**src/hw/rtl/spq_pkg.sv**
```systemverilog
// shared types, constants and codes for the sorted priority queue
`timescale 1ns / 1ps
package spq_pkg;

  // default number of stored entries
  localparam int unsigned DEPTH_DEF = 8;

  // widths of the item fields
  localparam int unsigned VALUE_W  = 32;
  localparam int unsigned STATUS_W = 2;
  localparam int unsigned COUNT_W  = 4;
  localparam int unsigned IN_TDATA_W  = 32;
  localparam int unsigned OUT_TDATA_W = 40;

  // operation codes
  localparam logic FUNC_INSERT = 1'b0;
  localparam logic FUNC_DELETE = 1'b1;

  // result status codes
  localparam logic [STATUS_W-1:0] ST_OK        = 2'd0;
  localparam logic [STATUS_W-1:0] ST_OVERFLOW  = 2'd1;
  localparam logic [STATUS_W-1:0] ST_EMPTY     = 2'd2;
  localparam logic [STATUS_W-1:0] ST_NOT_FOUND = 2'd3;

  // flags from the shared compare unit
  typedef struct packed {
    logic ge;  // probe value greater than or equal to stored entry (signed)
    logic eq;  // probe value equal to stored entry
  } cmp_res_t;

endpackage

```
**src/hw/rtl/spq_ram.sv**
```systemverilog
// generic single write port, single read port ram with registered read
`timescale 1ns / 1ps
module spq_ram #(
  parameter int unsigned WIDTH = 32,
  parameter int unsigned DEPTH = 8
) (
  input  logic                     clk,
  input  logic                     we,
  input  logic [$clog2(DEPTH)-1:0] waddr,
  input  logic [WIDTH-1:0]         wdata,
  input  logic [$clog2(DEPTH)-1:0] raddr,
  output logic [WIDTH-1:0]         rdata
);

  logic [WIDTH-1:0] mem [DEPTH];

  // write port
  always_ff @(posedge clk) begin
    if (we) begin
      mem[waddr] <= wdata;
    end
  end

  // registered read port
  always_ff @(posedge clk) begin
    rdata <= mem[raddr];
  end

endmodule

```
**src/hw/rtl/spq_cmp.sv**
```systemverilog
// shared compare unit: probe value against one stored entry
`timescale 1ns / 1ps
module spq_cmp (
  input  logic signed [spq_pkg::VALUE_W-1:0] probe,
  input  logic signed [spq_pkg::VALUE_W-1:0] entry,
  output spq_pkg::cmp_res_t                  res
);

  // one signed (two's complement) compare and one equality test
  always_comb begin
    res.ge = (probe >= entry);
    res.eq = (probe == entry);
  end

endmodule

```
**src/hw/rtl/sorted_priority_queue_unit.sv**
```systemverilog
// top level of the sorted priority queue: sequencer, entry store and result register
`timescale 1ns / 1ps
// Holds up to DEPTH signed 32-bit values in descending order in a small ram and
// walks it with one shared compare unit. An insert item (in_tuser 0) places its
// value ahead of the first entry less than or equal to it and moves later entries
// back in the same pass; a delete item (in_tuser 1) removes the first equal entry
// and moves later entries forward. Each item gives one result item: status, count
// after the operation (low four bits) and the head value, zero when empty. The ram
// has one read and one write port with a registered read, so each stored entry is
// read in S_RD and then compared and written in S_EX, and both operations always
// walk every stored entry; overflow and empty cases go straight to S_DONE. in_tready
// is high only while no item is being worked on; a finished result waits in the
// output register until taken.
module sorted_priority_queue_unit #(
  parameter int unsigned DEPTH = spq_pkg::DEPTH_DEF
) (
  input  logic                                clk,
  input  logic                                rst_n,
  input  logic                                in_tvalid,
  output logic                                in_tready,
  input  logic [spq_pkg::IN_TDATA_W-1:0]      in_tdata,   // [31:0] value
  input  logic                                in_tuser,   // [0] func
  output logic                                out_tvalid,
  input  logic                                out_tready,
  output logic [spq_pkg::OUT_TDATA_W-1:0]     out_tdata   // [1:0] status, [5:2] count,
                                                          // [37:6] head_value, [39:38] zero
);

  localparam int unsigned IDX_W = $clog2(DEPTH);
  localparam int unsigned CNT_W = $clog2(DEPTH + 1);
  localparam logic [CNT_W-1:0] CNT_FULL = CNT_W'(DEPTH);
  localparam logic [CNT_W-1:0] CNT_ONE  = CNT_W'(1);

  // sequencer state codes
  localparam logic [1:0] S_IDLE = 2'd0;
  localparam logic [1:0] S_RD   = 2'd1;
  localparam logic [1:0] S_EX   = 2'd2;
  localparam logic [1:0] S_DONE = 2'd3;

  logic [1:0]                    state_r, state_nxt;
  logic [CNT_W-1:0]              count_r, count_nxt;
  logic [CNT_W-1:0]              k_r, k_nxt;
  logic                          func_r, func_nxt;
  logic [spq_pkg::VALUE_W-1:0]   value_r, value_nxt;
  logic [spq_pkg::VALUE_W-1:0]   carry_r, carry_nxt;
  logic                          placed_r, placed_nxt;
  logic                          found_r, found_nxt;
  logic [spq_pkg::STATUS_W-1:0]  status_r, status_nxt;
  logic [spq_pkg::VALUE_W-1:0]   head_r, head_nxt;
  logic                          out_valid_r, out_valid_nxt;
  logic [spq_pkg::OUT_TDATA_W-1:0] out_data_r, out_data_nxt;

  logic                          ram_we;
  logic [IDX_W-1:0]              ram_waddr;
  logic [spq_pkg::VALUE_W-1:0]   ram_wdata;
  logic [IDX_W-1:0]              ram_raddr;
  logic [spq_pkg::VALUE_W-1:0]   ram_rdata;
  spq_pkg::cmp_res_t             cmp_res;
  logic [spq_pkg::VALUE_W-1:0]   head_out;

  // entry store
  spq_ram #(
    .WIDTH (spq_pkg::VALUE_W),
    .DEPTH (DEPTH)
  ) u_ram (
    .clk   (clk),
    .we    (ram_we),
    .waddr (ram_waddr),
    .wdata (ram_wdata),
    .raddr (ram_raddr),
    .rdata (ram_rdata)
  );

  // shared compare unit
  spq_cmp u_cmp (
    .probe (value_r),
    .entry (ram_rdata),
    .res   (cmp_res)
  );

  assign in_tready  = (state_r == S_IDLE);
  assign out_tvalid = out_valid_r;
  assign out_tdata  = out_data_r;
  assign ram_raddr  = k_r[IDX_W-1:0];
  assign head_out   = (count_r == '0) ? '0 : head_r;

  // sequencer next state
  always_comb begin
    state_nxt     = state_r;
    count_nxt     = count_r;
    k_nxt         = k_r;
    func_nxt      = func_r;
    value_nxt     = value_r;
    carry_nxt     = carry_r;
    placed_nxt    = placed_r;
    found_nxt     = found_r;
    status_nxt    = status_r;
    head_nxt      = head_r;
    out_valid_nxt = out_valid_r;
    out_data_nxt  = out_data_r;
    ram_we        = 1'b0;
    ram_waddr     = k_r[IDX_W-1:0];
    ram_wdata     = carry_r;

    // result register drains independently
    if (out_valid_r && out_tready) begin
      out_valid_nxt = 1'b0;
    end

    case (state_r)
      S_IDLE: begin
        if (in_tvalid) begin
          func_nxt   = in_tuser;
          value_nxt  = in_tdata[spq_pkg::VALUE_W-1:0];
          carry_nxt  = in_tdata[spq_pkg::VALUE_W-1:0];
          k_nxt      = '0;
          placed_nxt = 1'b0;
          found_nxt  = 1'b0;
          status_nxt = spq_pkg::ST_OK;
          state_nxt  = S_RD;
          if (in_tuser == spq_pkg::FUNC_INSERT && count_r == CNT_FULL) begin
            status_nxt = spq_pkg::ST_OVERFLOW;
            state_nxt  = S_DONE;
          end else if (in_tuser == spq_pkg::FUNC_DELETE && count_r == '0) begin
            status_nxt = spq_pkg::ST_EMPTY;
            state_nxt  = S_DONE;
          end
        end
      end

      S_RD: begin
        // insert past the last entry: write the carried value at the tail
        if (func_r == spq_pkg::FUNC_INSERT && k_r == count_r) begin
          ram_we    = 1'b1;
          count_nxt = count_r + CNT_ONE;
          state_nxt = S_DONE;
          if (k_r == '0) begin
            head_nxt = carry_r;
          end
        end else begin
          state_nxt = S_EX;
        end
      end

      S_EX: begin
        if (func_r == spq_pkg::FUNC_INSERT) begin
          // once placed, every later entry moves back by one
          if (placed_r || cmp_res.ge) begin
            ram_we     = 1'b1;
            carry_nxt  = ram_rdata;
            placed_nxt = 1'b1;
            if (k_r == '0) begin
              head_nxt = carry_r;
            end
          end
          k_nxt     = k_r + CNT_ONE;
          state_nxt = S_RD;
        end else begin
          // after the match, every later entry moves forward by one
          if (found_r) begin
            ram_we    = 1'b1;
            ram_waddr = IDX_W'(k_r - CNT_ONE);
            ram_wdata = ram_rdata;
            if (k_r == CNT_ONE) begin
              head_nxt = ram_rdata;
            end
          end else if (cmp_res.eq) begin
            found_nxt = 1'b1;
          end
          k_nxt = k_r + CNT_ONE;
          if (k_r + CNT_ONE == count_r) begin
            if (found_r || cmp_res.eq) begin
              count_nxt = count_r - CNT_ONE;
            end else begin
              status_nxt = spq_pkg::ST_NOT_FOUND;
            end
            state_nxt = S_DONE;
          end else begin
            state_nxt = S_RD;
          end
        end
      end

      S_DONE: begin
        // load the result once the output register is free
        if (!out_valid_r || out_tready) begin
          out_valid_nxt = 1'b1;
          out_data_nxt  = {2'b00, head_out, spq_pkg::COUNT_W'(count_r), status_r};
          state_nxt     = S_IDLE;
        end
      end

      default: begin
        state_nxt = S_IDLE;
      end
    endcase
  end

  // control registers
  always_ff @(posedge clk) begin
    if (!rst_n) begin
      state_r     <= S_IDLE;
      count_r     <= '0;
      out_valid_r <= 1'b0;
    end else begin
      state_r     <= state_nxt;
      count_r     <= count_nxt;
      out_valid_r <= out_valid_nxt;
    end
  end

  // working and payload registers
  always_ff @(posedge clk) begin
    k_r        <= k_nxt;
    func_r     <= func_nxt;
    value_r    <= value_nxt;
    carry_r    <= carry_nxt;
    placed_r   <= placed_nxt;
    found_r    <= found_nxt;
    status_r   <= status_nxt;
    head_r     <= head_nxt;
    out_data_r <= out_data_nxt;
  end

endmodule

```
**config.mk**
```make
export PLATFORM = sky130hd
export DESIGN_NAME = sorted_priority_queue_unit
export DESIGN_NICKNAME = d
export VERILOG_FILES = /design/src/hw/rtl/spq_pkg.sv /design/src/hw/rtl/spq_ram.sv /design/src/hw/rtl/spq_cmp.sv /design/src/hw/rtl/sorted_priority_queue_unit.sv
export SDC_FILE = /design/constraint.sdc
export NUM_CORES = 1
export LEC_CHECK = 0
export BUFFER_PORTS_ARGS = -buffer_cell sky130_fd_sc_hd__buf_2
export CAP_MARGIN = 5
export CORE_MARGIN = 4
export CORE_UTILIZATION = 55
export DETAILED_ROUTE_END_ITERATION = 10
export PLACE_DENSITY = 0.74
export SLEW_MARGIN = 30
export SYNTH_ARGS = -nofsm -noshare
export SYNTH_HDL_FRONTEND = slang
export SYNTH_HIERARCHICAL = 1
export SYNTH_SLANG_ARGS = --single-unit
```
**constraint.sdc**
```tcl
create_clock -name clk -period 15.3 [get_ports clk]
set_clock_uncertainty 0.1 [all_clocks]
set_input_delay 1.53 -clock clk [delete_from_list [all_inputs] [get_ports clk]]
set_output_delay 1.53 -clock clk [all_outputs]
set_load 0.01 [all_outputs]
```
After elaboration in Yosys (flattened, before gate mapping)
Memory sizes are Yosys's and may differ from the RTL's. A register that Yosys moved wholly into a read port is not among the register bits.
Index checks and enable logic that the tools add are counted.
{"block": "totals", "rom_bits": 0, "latch_bits": 0, "ram_bits": 256, "memories": 1, "regBits": 150, "output_inout_bits": 42}
{"memory": "u_ram.mem", "words": 8, "word_bits": 32, "rd": 1, "rd_clocked_by_memory_dff": 1, "write_ports": 1, "line_no": "spq_ram.sv:15", "source": "logic [WIDTH-1:0] mem [DEPTH];"}
{"block": "classes", "eq_ne": 20, "muxes": 57, "n_addsub": 4, "n_div": 0, "n_bitwise": 2, "shifts": 0, "order_cmp": 1, "multipliers": 0, "n_reduce_logical": 22}
{"cell": "$mux 32", "n": 12}
{"cell": "$pmux 32 s2", "n": 2}
{"cell": "$eq 32x32->1", "n": 1}
{"cell": "$ge 32x32->1", "n": 1}
{"cell": "$mux 2", "n": 12}
{"cell": "$mux 4", "n": 5}
{"cell": "$ne 2x2->1 const B", "n": 9}
{"cell": "$mux 1", "n": 16}
{"cell": "$pmux 4 s2", "n": 2}
{"cell": "$reduce_and 5->1", "n": 3}
{"cell": "$mux 3", "n": 3}
{"cell": "$ne 3x3->1 const B", "n": 3}
{"cell": "$add 4x1->4 const B", "n": 2}
{"cell": "$eq 4x4->1", "n": 2}
{"cell": "$logic_not 4->1", "n": 2}
{"cell": "$pmux 2 s4", "n": 1}
{"cell": "$reduce_and 2->1", "n": 4}
{"cell": "$pmux 1 s2", "n": 3}
{"cell": "$eq 2x2->1 const B", "n": 2}
{"cell": "$eq 4x1->1 const B", "n": 1}
{"cell": "$eq 4x4->1 const B", "n": 1}
{"cell": "$logic_and 1x1->1", "n": 4}
{"cell": "$pmux 2 s2", "n": 1}
{"cell": "$reduce_and 4->1", "n": 1}
{"cell": "other kinds (9)", "n": 13}

Logic depth before layout (Yosys ltp)
Gate-level depths: netlist (run 1).
{"block": "logic_depth", "ltp_word": 7, "depth_mapped": 12}

Hierarchy
The synthesis (run 1) kept the hierarchy.
{"mod": "spq_ram", "n_inst": 1, "area_per_inst_um2": 10466.3, "cells_each": 415, "seq_area_each_um2": 8328.0}
{"mod": "sorted_priority_queue_unit", "n_inst": 1, "area_per_inst_um2": 6867.8, "cells_each": 482, "seq_area_each_um2": 4434.3}
{"mod": "spq_cmp", "n_inst": 1, "area_per_inst_um2": 853.3, "cells_each": 115, "seq_area_each_um2": 0.0}

Least setup slack after synthesis (run 1)
OpenSTA, ideal clock, no wires.
{"block": "synth_path", "path_kind": "flip-flop to flip-flop", "from": "reg value_r[19] (netlist name)", "to": "mem u_ram.mem[0][0] (enable)", "arrival_time_ns": 4.551, "n_path_buf": 0, "setup_slack_ns": 10.188, "stages_incl_launch_ff": 12, "setup_ns": 0.461, "synth_period_minus_slack_ns": 5.112, "cell_sequence": "edfxtp_1 > ha_1 > a21oi_2 > o21ai_1 > a221o_1 > a2111oi_4 > a21oi_1 > o21bai_1 > o311ai_0 > a21boi_0 > nand2b_1 > nor3_1"}
{"item": "start: declaration", "line_no": "sorted_priority_queue_unit.sv:44", "source": "logic [spq_pkg::VALUE_W-1:0] value_r, value_nxt;"}
{"item": "start signal: assignment", "line_no": "sorted_priority_queue_unit.sv:216", "source": "value_r <= value_nxt;"}
{"item": "end: declaration", "line_no": "spq_ram.sv:15"}

==> metrics, run 1 <==
RePlAce Congestion 0.787; Peak supply drop between 0.09 and 0.1 mV; Max Fanout on Critical Path 24; first-pass GRT wire length 55000 um; RSZ-0062 raised after global routing no; outcome completed; fin cells 1590; H-tree Lvls 2; delay-heaviest family, CP simple AND/OR/NAND/NOR gates; Post-CTS Hold Fix Bufs 0; Remaining Overflow, GRT 0; Levels on crit path 13; remaining antenna violation count 0; FF+latch count, synth around 440; CP Class flop to flop; crit path capture type flop; Final Cell Area 20600 um^2; share of layout cells above drive strength 1 between 20% and 30%; Sink Count 438; clk_lat worst skew 0.54 ns; vias roughly 9200; Worst Path Required roughly 15 ns; highest clock rate 214 MHz; initial antenna violation count 0; CP max-delay cell nor3_2; Worst-Margin Slew roughly 1 ns; vias in the first global route 9433; Post-Synthesis Cells about 1000; setup bufs post-CTS 0; Worst Reg-to-Reg Cells 13; Final Max Tran Viols 0; vias per cell 5.78; sequential cell area fraction in the yosys report 70.2%; DRC 0; Final WS setup 10.62 ns; EDFF count, synth approximately 400; TritonCTS Buffers 45; clock transition at the registers of the reported paths roughly 0.06 ns; PortBufs between 70 and 80; io pins 79; full die area 36000 um^2; startpoint types flop; Initial Util 55.8%; syn avg cell area 18.0 um^2; Async S/R FF share, synth 0%; Tcrit/Tclk final a little under a third; Slew HR 35.0%; Hold Crit Depth 0; CP Data Arrival Time 4.77 ns; Final Hold Vio Count 0; CP cell instances inv_1, ha_1, nand4_1, nor4_1, a21boi_2, o31ai_4, and3_1, o21bai_1, o311ai_0, a21boi_0, nand2_1, nor3_2, buf_4; Synthesis Warnings 6; layout net count 1192; Area Growth Syn to Fin 13.1%; Post-CTS Resized 0; fillcell total 2271; Mapped Area 18200 um^2; Area after DPL around 19000 um^2; Root Buffer clkbuf_16; pre-CTS setup slack 10.58 ns; Core Rows 66; Tot Pwr roughly 3900 uW; Die Span X between 150 and 200 um; post-synth cell types 61; GRT Util Overall between 10% and 20%; detailed placement HPWL 21900 um; Worst Hold Class flop to flop; deepest clock path buffer count 3; WL per Instance 22.5 um; maxcap violations 0; Cell Pwr Density 188 nW/um^2; Tmin final 4.68 ns; largest net degree at the start of global routing 70; CTS tree built; Setup TNS Final 0 ns; chip height 190 um; Final setup violation count 0; routed wire length 35800 um; Leakage Power 0.00711 uW; CORE AREA around 33000 um^2; CP max stage delay 0.67 ns; Crit path buffers/inverters 2; DRT Pass-1 Iters 5; post-placement cell count ~1500; ys flop type edfxtp_1; Antenna Cells 0; initial DRC count 715
[kinds of logic (layout without fill, tap and decap cells)]
logic type | Yosys count | in the layout | synth area share, %
buffers and inverters | 91 | 226 | 2.43
xor gates and xnor gates | 14 | 14 | 0.715
and+or+nand+nor | 149 | 149 | 4.23
other | 1 | 2 | 0.0206
adders and majority gates | 43 | 43 | 3.00
DFF | 438 | 438 | 70.2
muxes | 193 | 193 | 16.5
AOI/OAI and AO/OA | 83 | 83 | 2.92
[worst register-to-register path: stages, from the launching register on]
cell and delay [ns]:
dfxtp_1 0.37, inv_1 0.06, ha_1 0.31, nand4_1 0.17
nor4_1 0.60, a21boi_2 0.32, o31ai_4 0.10, and3_1 0.20
o21bai_1 0.18, o311ai_0 0.16, a21boi_0 0.30, nand2_1 0.23
nor3_2 0.67, buf_4 0.53
[synthesized netlist by cell type (9+ instances only)]
master / n / area, um^2
mux4_2: 24 / 541
mux4_1: 40 / 1050
nand2_1: 51 / 191
buf_6: 9 / 101
buf_2: 11 / 55.1
nand3_1: 9 / 45.0
mux2_2: 96 / 1080
nor2b_1: 36 / 225
o21ai_0: 39 / 195
mux2i_1: 33 / 330
nor2_1: 16 / 60.1
dfxtp_1: 39 / 781
edfxtp_1: 399 / 12000
ha_1: 42 / 526
a21oi_1: 18 / 90.1
clkbuf_1: 19 / 71.3
inv_1: 43 / 161
xnor2_1: 9 / 78.8
[sequential cells by signal, summed over array words and instances, names as in the netlist]
register / count
u_ram/mem: 256
out_tdata: 38
carry_r: 32
head_r: 32
u_ram/rdata: 32
value_r: 32
count_r: 4
k_r: 4
state_r: 2
status_r: 2
found_r: 1
func_r: 1
out_tvalid: 1
placed_r: 1
[final cells by class]
class                   instances  area, um^2  area share, %
clock buffers                  70        1320           6.43
clock inverters                13        71.3          0.347
inverters                      44         165          0.803
multi-input cells             484        5070           24.6
flip-flops and latches        438       12800           62.0
well taps                     442         553           2.69
repair buffers                 99         628           3.05
[layout by cell type, fill, tap and decap left out, types with 4 or more instances in the layout]
cell type / netlist / layout
xnor2_1: 9 / 9
nor2_4: 0 / 4
mux4_2: 24 / 24
nand2_1: 51 / 51
inv_1: 43 / 43
nand2b_1: 7 / 7
nor2b_1: 36 / 35
ha_1: 42 / 41
o21ai_0: 39 / 39
mux2_2: 96 / 96
clkinv_1: 1 / 4
mux2i_1: 33 / 33
buf_2: 11 / 76
clkbuf_8: 1 / 6
clkinv_2: 0 / 7
buf_4: 2 / 18
clkbuf_1: 19 / 17
mux4_1: 40 / 40
a21oi_1: 18 / 17
nand4_1: 8 / 8
clkbuf_16: 0 / 47
nand3_1: 9 / 9
nor2_1: 16 / 10
dfxtp_1: 39 / 39
edfxtp_1: 399 / 399
xor2_1: 4 / 4
[path summary, 6_finish.rpt]
path	endpoint	startpoint	slack (ns)
worst max-delay path	u_ram/mem[4][0]	u_ram/rdata[14]	10.62
worst min register to register	out_tdata[1]	status_r[1]	0.32
worst min-delay path	out_tdata[1]	status_r[1]	0.32
worst max register to register	u_ram/mem[4][0]	u_ram/rdata[14]	10.62
[stage by stage]
stage          hold WS, ns  util [%]
6_report             0.321      63.1
5_1_grt              0.338      63.1
4_1_cts              0.323      63.1
3_5_place_dp         0.310      58.8
3_3_place_gp         0.301      58.5
2_1_floorplan        0.300         -
[power breakdown]
group	leakage, uW	switching (uW)	internal, uW
combinational	0.00246	619	446
clock	0.000684	429	594
sequential	0.00397	106	1660
total	0.00711	1160	2700
[layer usage]
| layer | global-route usage, % | wire [um] | up-vias |
|---|---|---|---|
| met5 | 0 | 0 | - |
| met4 | 4.67 | 641 | 0 |
| met3 | 2.75 | 1590 | 48 |
| met2 | 34.1 | 18200 | 230 |
| met1 | 27.2 | 15300 | 4745 |
| li1 | - | - | 4167 |
Note: power is estimated with default switching activity, not from simulation.
==> run 2, diff against run 1 <==
Settings changed: ABC_AREA set to 1.
Clock period 15.3 ns to 4.6 ns, I/O delays scaled along.
==> metrics, run 2 <==
fin cells 2532 (+59%); CP Data Arrival Time 3.88 ns (-0.89 ns); CP max stage delay 0.61 ns (-0.06 ns); Max Fanout on Critical Path 17 (-29%); Peak supply drop 0.773 mV (+720%); first-pass GRT wire length 66300 um (+21%); TritonCTS Buffers 42 (-6.7%); EDFF count, synth 399 (unchanged); io pins 79 (unchanged); Reg with most FFs u_ram/mem; Slew HR 37.2% (+2.2 points); routed wire length 42400 um (+19%); layout net count 2124 (+78%); Final Hold Vio Count 0 (unchanged); GRT Util Overall 21.5% (+1.7 points); Remaining Overflow, GRT 0 (unchanged); Worst-Margin Slew 0.933 ns (-0.0422 ns); delay-heaviest family, CP simple AND/OR/NAND/NOR gates; Worst Path Required 4.73 ns (-10.65 ns); CORE AREA 34900 um^2 (+6.9%); remaining antenna violation count 0 (unchanged); setup bufs post-CTS 0 (unchanged); Final Max Tran Viols 0 (unchanged); Finished Core Util 62.6% (-0.43 points); max FFs per register 256 (unchanged); Core Rows 68 (+3.0%); CP most frequent cell nand2_1; clk_lat worst skew 0.53 ns (about the same); commonest non-fill, non-tap cell in the layout nand2_1; clock transition at the registers of the reported paths 0.06 ns (about the same); share of layout cells above drive strength 1 9.68% (-17 points); vias in the first global route 12500 (+33%); vias per cell 5.21 (-9.8%); CP Class flop to flop; CP max-delay cell nor2_4; startpoint types flop; sequential cell area fraction in the yosys report 65.0% (-5.1 points); most frequent cells in the layout nand2_1, edfxtp_1, inv_1; worst reg2reg setup slack 0.86 ns (-9.76 ns); post-synth cell types 40 (-34%); Async S/R FF share, synth 0% (unchanged); Synth area leaders edfxtp_1, nand2_1, inv_1; Post-Synthesis Cells 1971 (+95%); Antenna Cells 0 (unchanged); WL per Instance 16.8 um (-26%); Root Buffer clkbuf_16; Setup TNS Final 0 ns (unchanged); outcome completed; Worst Hold Class primary input to flop; FF+latch count, synth 438 (unchanged); Die Span X 197 um (+3.7%); largest net degree at the start of global routing 101 (+44%); vias 13200 (+44%); Initial Util 56.2% (+0.49 points); cell with the most instances after synthesis nand2_1; Post-CTS Resized 0 (unchanged); Final setup violation count 0 (unchanged); PortBufs 76 (unchanged); chip height 197 um (+3.7%); DRT Pass-1 Iters 6 (+1); Mapped Area 19600 um^2 (+7.9%); Cell Pwr Density 648 nW/um^2 (+250%); area leader, netlist edfxtp_1; maxcap violations 0 (unchanged); top-area cell type share of the netlist area 61.1% (-4.8 points); ys flop type edfxtp_1; detailed placement HPWL 26300 um (+20%); H-tree Lvls 2 (unchanged); Tcrit/Tclk final 81.4% (+51 points); Synthesis Warnings 6 (unchanged); CTS tree built; highest clock rate 267 MHz (+25%); Area Growth Syn to Fin 11.4%; Commonest cells post-synth nand2_1, edfxtp_1, inv_1, nand3_1, o21ai_0; RSZ-0062 raised after global routing no; Sink Count 438 (unchanged); Leakage Power 0.00983 uW (+38%); RePlAce Congestion 0.880 (+12%); initial DRC count 1501 (+110%); DRC 0 (unchanged); Tmin final 3.74 ns (-0.937 ns); CP cell instances ha_1, nand2_1, nor2_1, nand4_1, nor4_1, nand2_1, nand3_2, or2_2, nand2_1, nand2_1, o21a_1, nand2_1, nor2_4, buf_12; syn avg cell area 9.96 um^2 (-45%); post-placement cell count 2455 (+63%); initial antenna violation count 2 (+2); fillcell total 2715 (+20%); Crit path buffers/inverters 1 (-1); Post-CTS Hold Fix Bufs 0 (unchanged); crit path capture type flop; deepest clock path buffer count 3 (unchanged); full die area 38800 um^2 (+7.5%)
run 2: cell count changes after synthesis, sizes merged, moves of 7 or more:
cell,previous run,this run
a21oi,20,56
o21ai,40,120
mux4,64,0
nand2b,7,0
nand2,51,585
clkbuf,21,31
nor2,16,68
nand3,9,144
mux2,96,0
buf,26,52
mux2i,33,0
nor2b,36,0
inv,43,401
run 2: stage by stage:
step | setup WS [ns] | power [uW] | hold slack, ns | area [um^2]
after global routing | 0.730 | 15000 | 0.0178 | 21900
after CTS | 0.911 | 14100 | 0.00880 | 21900
after detailed placement | 0.932 | 10800 | 0.308 | 20500
after floorplan | 0.0830 | 9280 | 0.300 | 19600
final | 0.856 | 14200 | 0.0253 | 21900
after global placement | 1.03 | 10600 | 0.304 | 20500
run 2: power breakdown:
part / internal [uW] / switching, uW
logic: 1340 / 3420
registers: 5710 / 321
clock network: 1970 / 1390
total: 9020 / 5130
run 2: logic make-up (layout without fill, tap and decap cells):
group | after synthesis | in the layout | share of synthesized area [%]
compound gates | 188 | 188 | 5.00
xor+xnor | 9 | 9 | 0.402
fa+ha+maj | 43 | 43 | 2.78
buf+inv | 484 | 589 | 10.0
flops | 438 | 438 | 65.0
other cells | 1 | 2 | 0.0191
simple gates | 808 | 808 | 16.7
run 2: cell type report:
class,instances,area (um^2),share of cell area [%]
Inverter,401,1510,6.89
Sequential cell,438,12800,58.4
Timing Repair Buffer,111,667,3.05
Clock inverter,14,145,0.664
Tap cell,455,569,2.61
Multi-Input combinational cell,1050,5000,22.9
Clock buffer,63,1200,5.50
run 2: path summary, 6_finish.rpt:
| kind | start | depth (start not counted) | to |
|---|---|---|---|
| min | in_tdata[9] | 1 | value_r[9] |
| max reg2reg | value_r[15] | 14 | u_ram/mem[7][21] |
| min reg2reg | status_r[1] | 0 | out_tdata[1] |
| max | value_r[15] | 14 | u_ram/mem[7][21] |
run 2: routing by layer:
metal  routed length (um)  global-route usage, %  vias up
met4                 1040                   6.19        0
met1                17900                   30.4     6173
met3                 3800                   3.40       70
li1                     -                      -     6427
met2                19700                   34.9      534
met5                    0                      0        -
==> run 3, diff against run 2 <==
Clock period 4.6 ns to 3.75 ns, I/O delays scaled along.
==> metrics, run 3 (synthesis gave the netlist of run 2 again) <==
outcome completed; Root Buffer clkbuf_16; Core Rows 68 (unchanged); chip height 197 um (unchanged); Area Growth Syn to Fin 14.3%; Crit path buffers/inverters 1 (unchanged); setup bufs post-CTS 0 (unchanged); clk_lat worst skew 0.54 ns (about the same); CTS tree built; share of layout cells above drive strength 1 10.3% (+0.65 points); most frequent cells in the layout nand2_1, edfxtp_1, inv_1; CP Class flop to flop; commonest non-fill, non-tap cell in the layout nand2_1; Tcrit/Tclk final 90.5% (+9.1 points); Worst Hold Class primary input to flop; Worst Path Required 3.86 ns (-0.87 ns); Worst-Margin Slew 0.849 ns (-0.0832 ns); largest net degree at the start of global routing 92 (-8.9%); vias in the first global route 12800 (+2.4%); Slew HR 43.4% (+6.2 points); crit path capture type flop; Cell Pwr Density 788 nW/um^2 (+22%); Leakage Power 0.0101 uW (+2.6%); Final Hold Vio Count 0 (unchanged); CP cell instances ha_1, nand2_1, nor2_1, nand4_1, nor4_1, nand2_1, nand3_2, or2_2, nand2_1, nand2_1, o21a_1, nand2_1, nor2_4, buf_4; DRT met1 WL 19000 um (+6.2%); Final Max Tran Viols 0 (unchanged); met2 WL 19700 um (about the same); Sink Count 438 (unchanged); RePlAce Congestion 0.891 (+1.4%); pre-CTS setup slack 0.437 ns (-0.495 ns); CP max stage delay 0.43 ns (-0.18 ns); PortBufs 76 (unchanged); WL per Instance 16.6 um (-0.85%); Final Cell Area 22400 um^2 (+2.6%); highest clock rate 295 MHz (+10%); DR WL met3 3360 um (-12%); Area after DPL 20700 um^2 (+0.75%); Tot Pwr 17700 uW (+25%); TritonCTS Buffers 42 (unchanged); maxcap violations 0 (unchanged); H-tree Lvls 2 (unchanged); remaining antenna violation count 0 (unchanged); RSZ-0062 raised after global routing no; Tmin final 3.39 ns (-0.350 ns); io pins 79 (unchanged); Final setup violation count 0 (unchanged); Peak supply drop 0.854 mV (+11%); Post-CTS Resized 0 (unchanged); Initial Util 56.2% (unchanged); first-pass GRT wire length 67900 um (+2.3%); Reg with most FFs u_ram/mem; layout net count 2169 (+2.1%); Die Span X 197 um (unchanged); max FFs per register 256 (unchanged); top sig layer met4; CP most frequent cell nand2_1; Antenna Cells 0 (unchanged); vias per cell 5.17 (-0.82%); startpoint types flop; clock transition at the registers of the reported paths 0.07 ns (about the same); fillcell total 2540 (-6.4%); routed wire length 42800 um (+0.87%); vias 13300 (+0.90%); Setup TNS Final 0 ns (unchanged); delay-heaviest family, CP simple AND/OR/NAND/NOR gates; initial antenna violation count 1 (-1); CORE AREA 34900 um^2 (unchanged); Remaining Overflow, GRT 0 (unchanged); CP max-delay cell nor4_1; initial DRC count 1343 (-11%); full die area 38800 um^2 (unchanged); CP Data Arrival Time 3.51 ns (-0.37 ns); detailed placement HPWL 26900 um (+2.3%); deepest clock path buffer count 3 (unchanged); DRT Pass-1 Iters 7 (+1); DRC 0 (unchanged); Final WS setup 0.356 ns (-0.500 ns); Max Fanout on Critical Path 18 (+1); GRT Util Overall 22.0% (+0.49 points)
run 3: cell types whose count changed in the layout (fill, tap and decap cells not counted), sizes merged:
cell / before / now
dlygate4sd3: 0 / 34
clkbuf: 63 / 51
buf: 111 / 122
clkinv: 10 / 16
bufinv: 3 / 6
clkinvlp: 1 / 3
run 3: where the power goes:
group	internal (uW)	switching, uW	leakage, uW	total (uW)
combinational	1740	4210	0.00541	5950
sequential	6990	402	0.00398	7400
clock	2570	1760	0.000691	4330
run 3: area by class of cell:
type | count | area, um^2 | area share [%]
flip-flops and latches | 438 | 12800 | 56.9
multi-input cells | 1050 | 5000 | 22.3
inverters | 401 | 1510 | 6.72
repair buffers | 156 | 1160 | 5.20
clock buffers | 51 | 1140 | 5.07
well taps | 455 | 569 | 2.54
clock inverters | 25 | 279 | 1.24
run 3: stage by stage:
stage	util, %	cells	hold WS (ns)
final	64.3	2576	0.0824
after detailed placement	59.2	2466	0.326
after floorplan	-	1972	0.300
after CTS	64.3	2576	0.0642
after global routing	64.3	2576	0.0952
after global placement	59.1	2465	0.305
run 3: worst register-to-register path: stages (launching register included):
cell      delay, ns
edfxtp_1       0.38
ha_1           0.31
nand2_1        0.06
nor2_1         0.14
nand4_1        0.14
nor4_1         0.43
nand2_1        0.18
nand3_2        0.10
or2_2          0.12
nand2_1        0.05
nand2_1        0.06
o21a_1         0.21
nand2_1        0.27
nor2_4         0.20
buf_4          0.29
run 3: path summary, 6_finish.rpt:
path	startpoint	endpoint	slack, ns	cells past startpoint
setup / recovery	value_r[15]	u_ram/mem[4][8]	0.36	14
hold reg to reg	status_r[1]	out_tdata[1]	0.34	0
setup reg to reg	value_r[15]	u_ram/mem[4][8]	0.36	14
hold / removal	out_tready	out_tvalid	0.08	4
run 3: what timing repair did:
item	in CTS	in global routing
hold endpoints to repair	35	0
hold buffers	34	0
setup endpoints to repair	0	0
run 3: layer usage:
layer | GRT usage [%] | vias to the layer above
met1 | 31.7 | 6220
met5 | 0 | -
met3 | 3.25 | 67
met2 | 35.5 | 526
li1 | - | 6510
met4 | 5.50 | 0
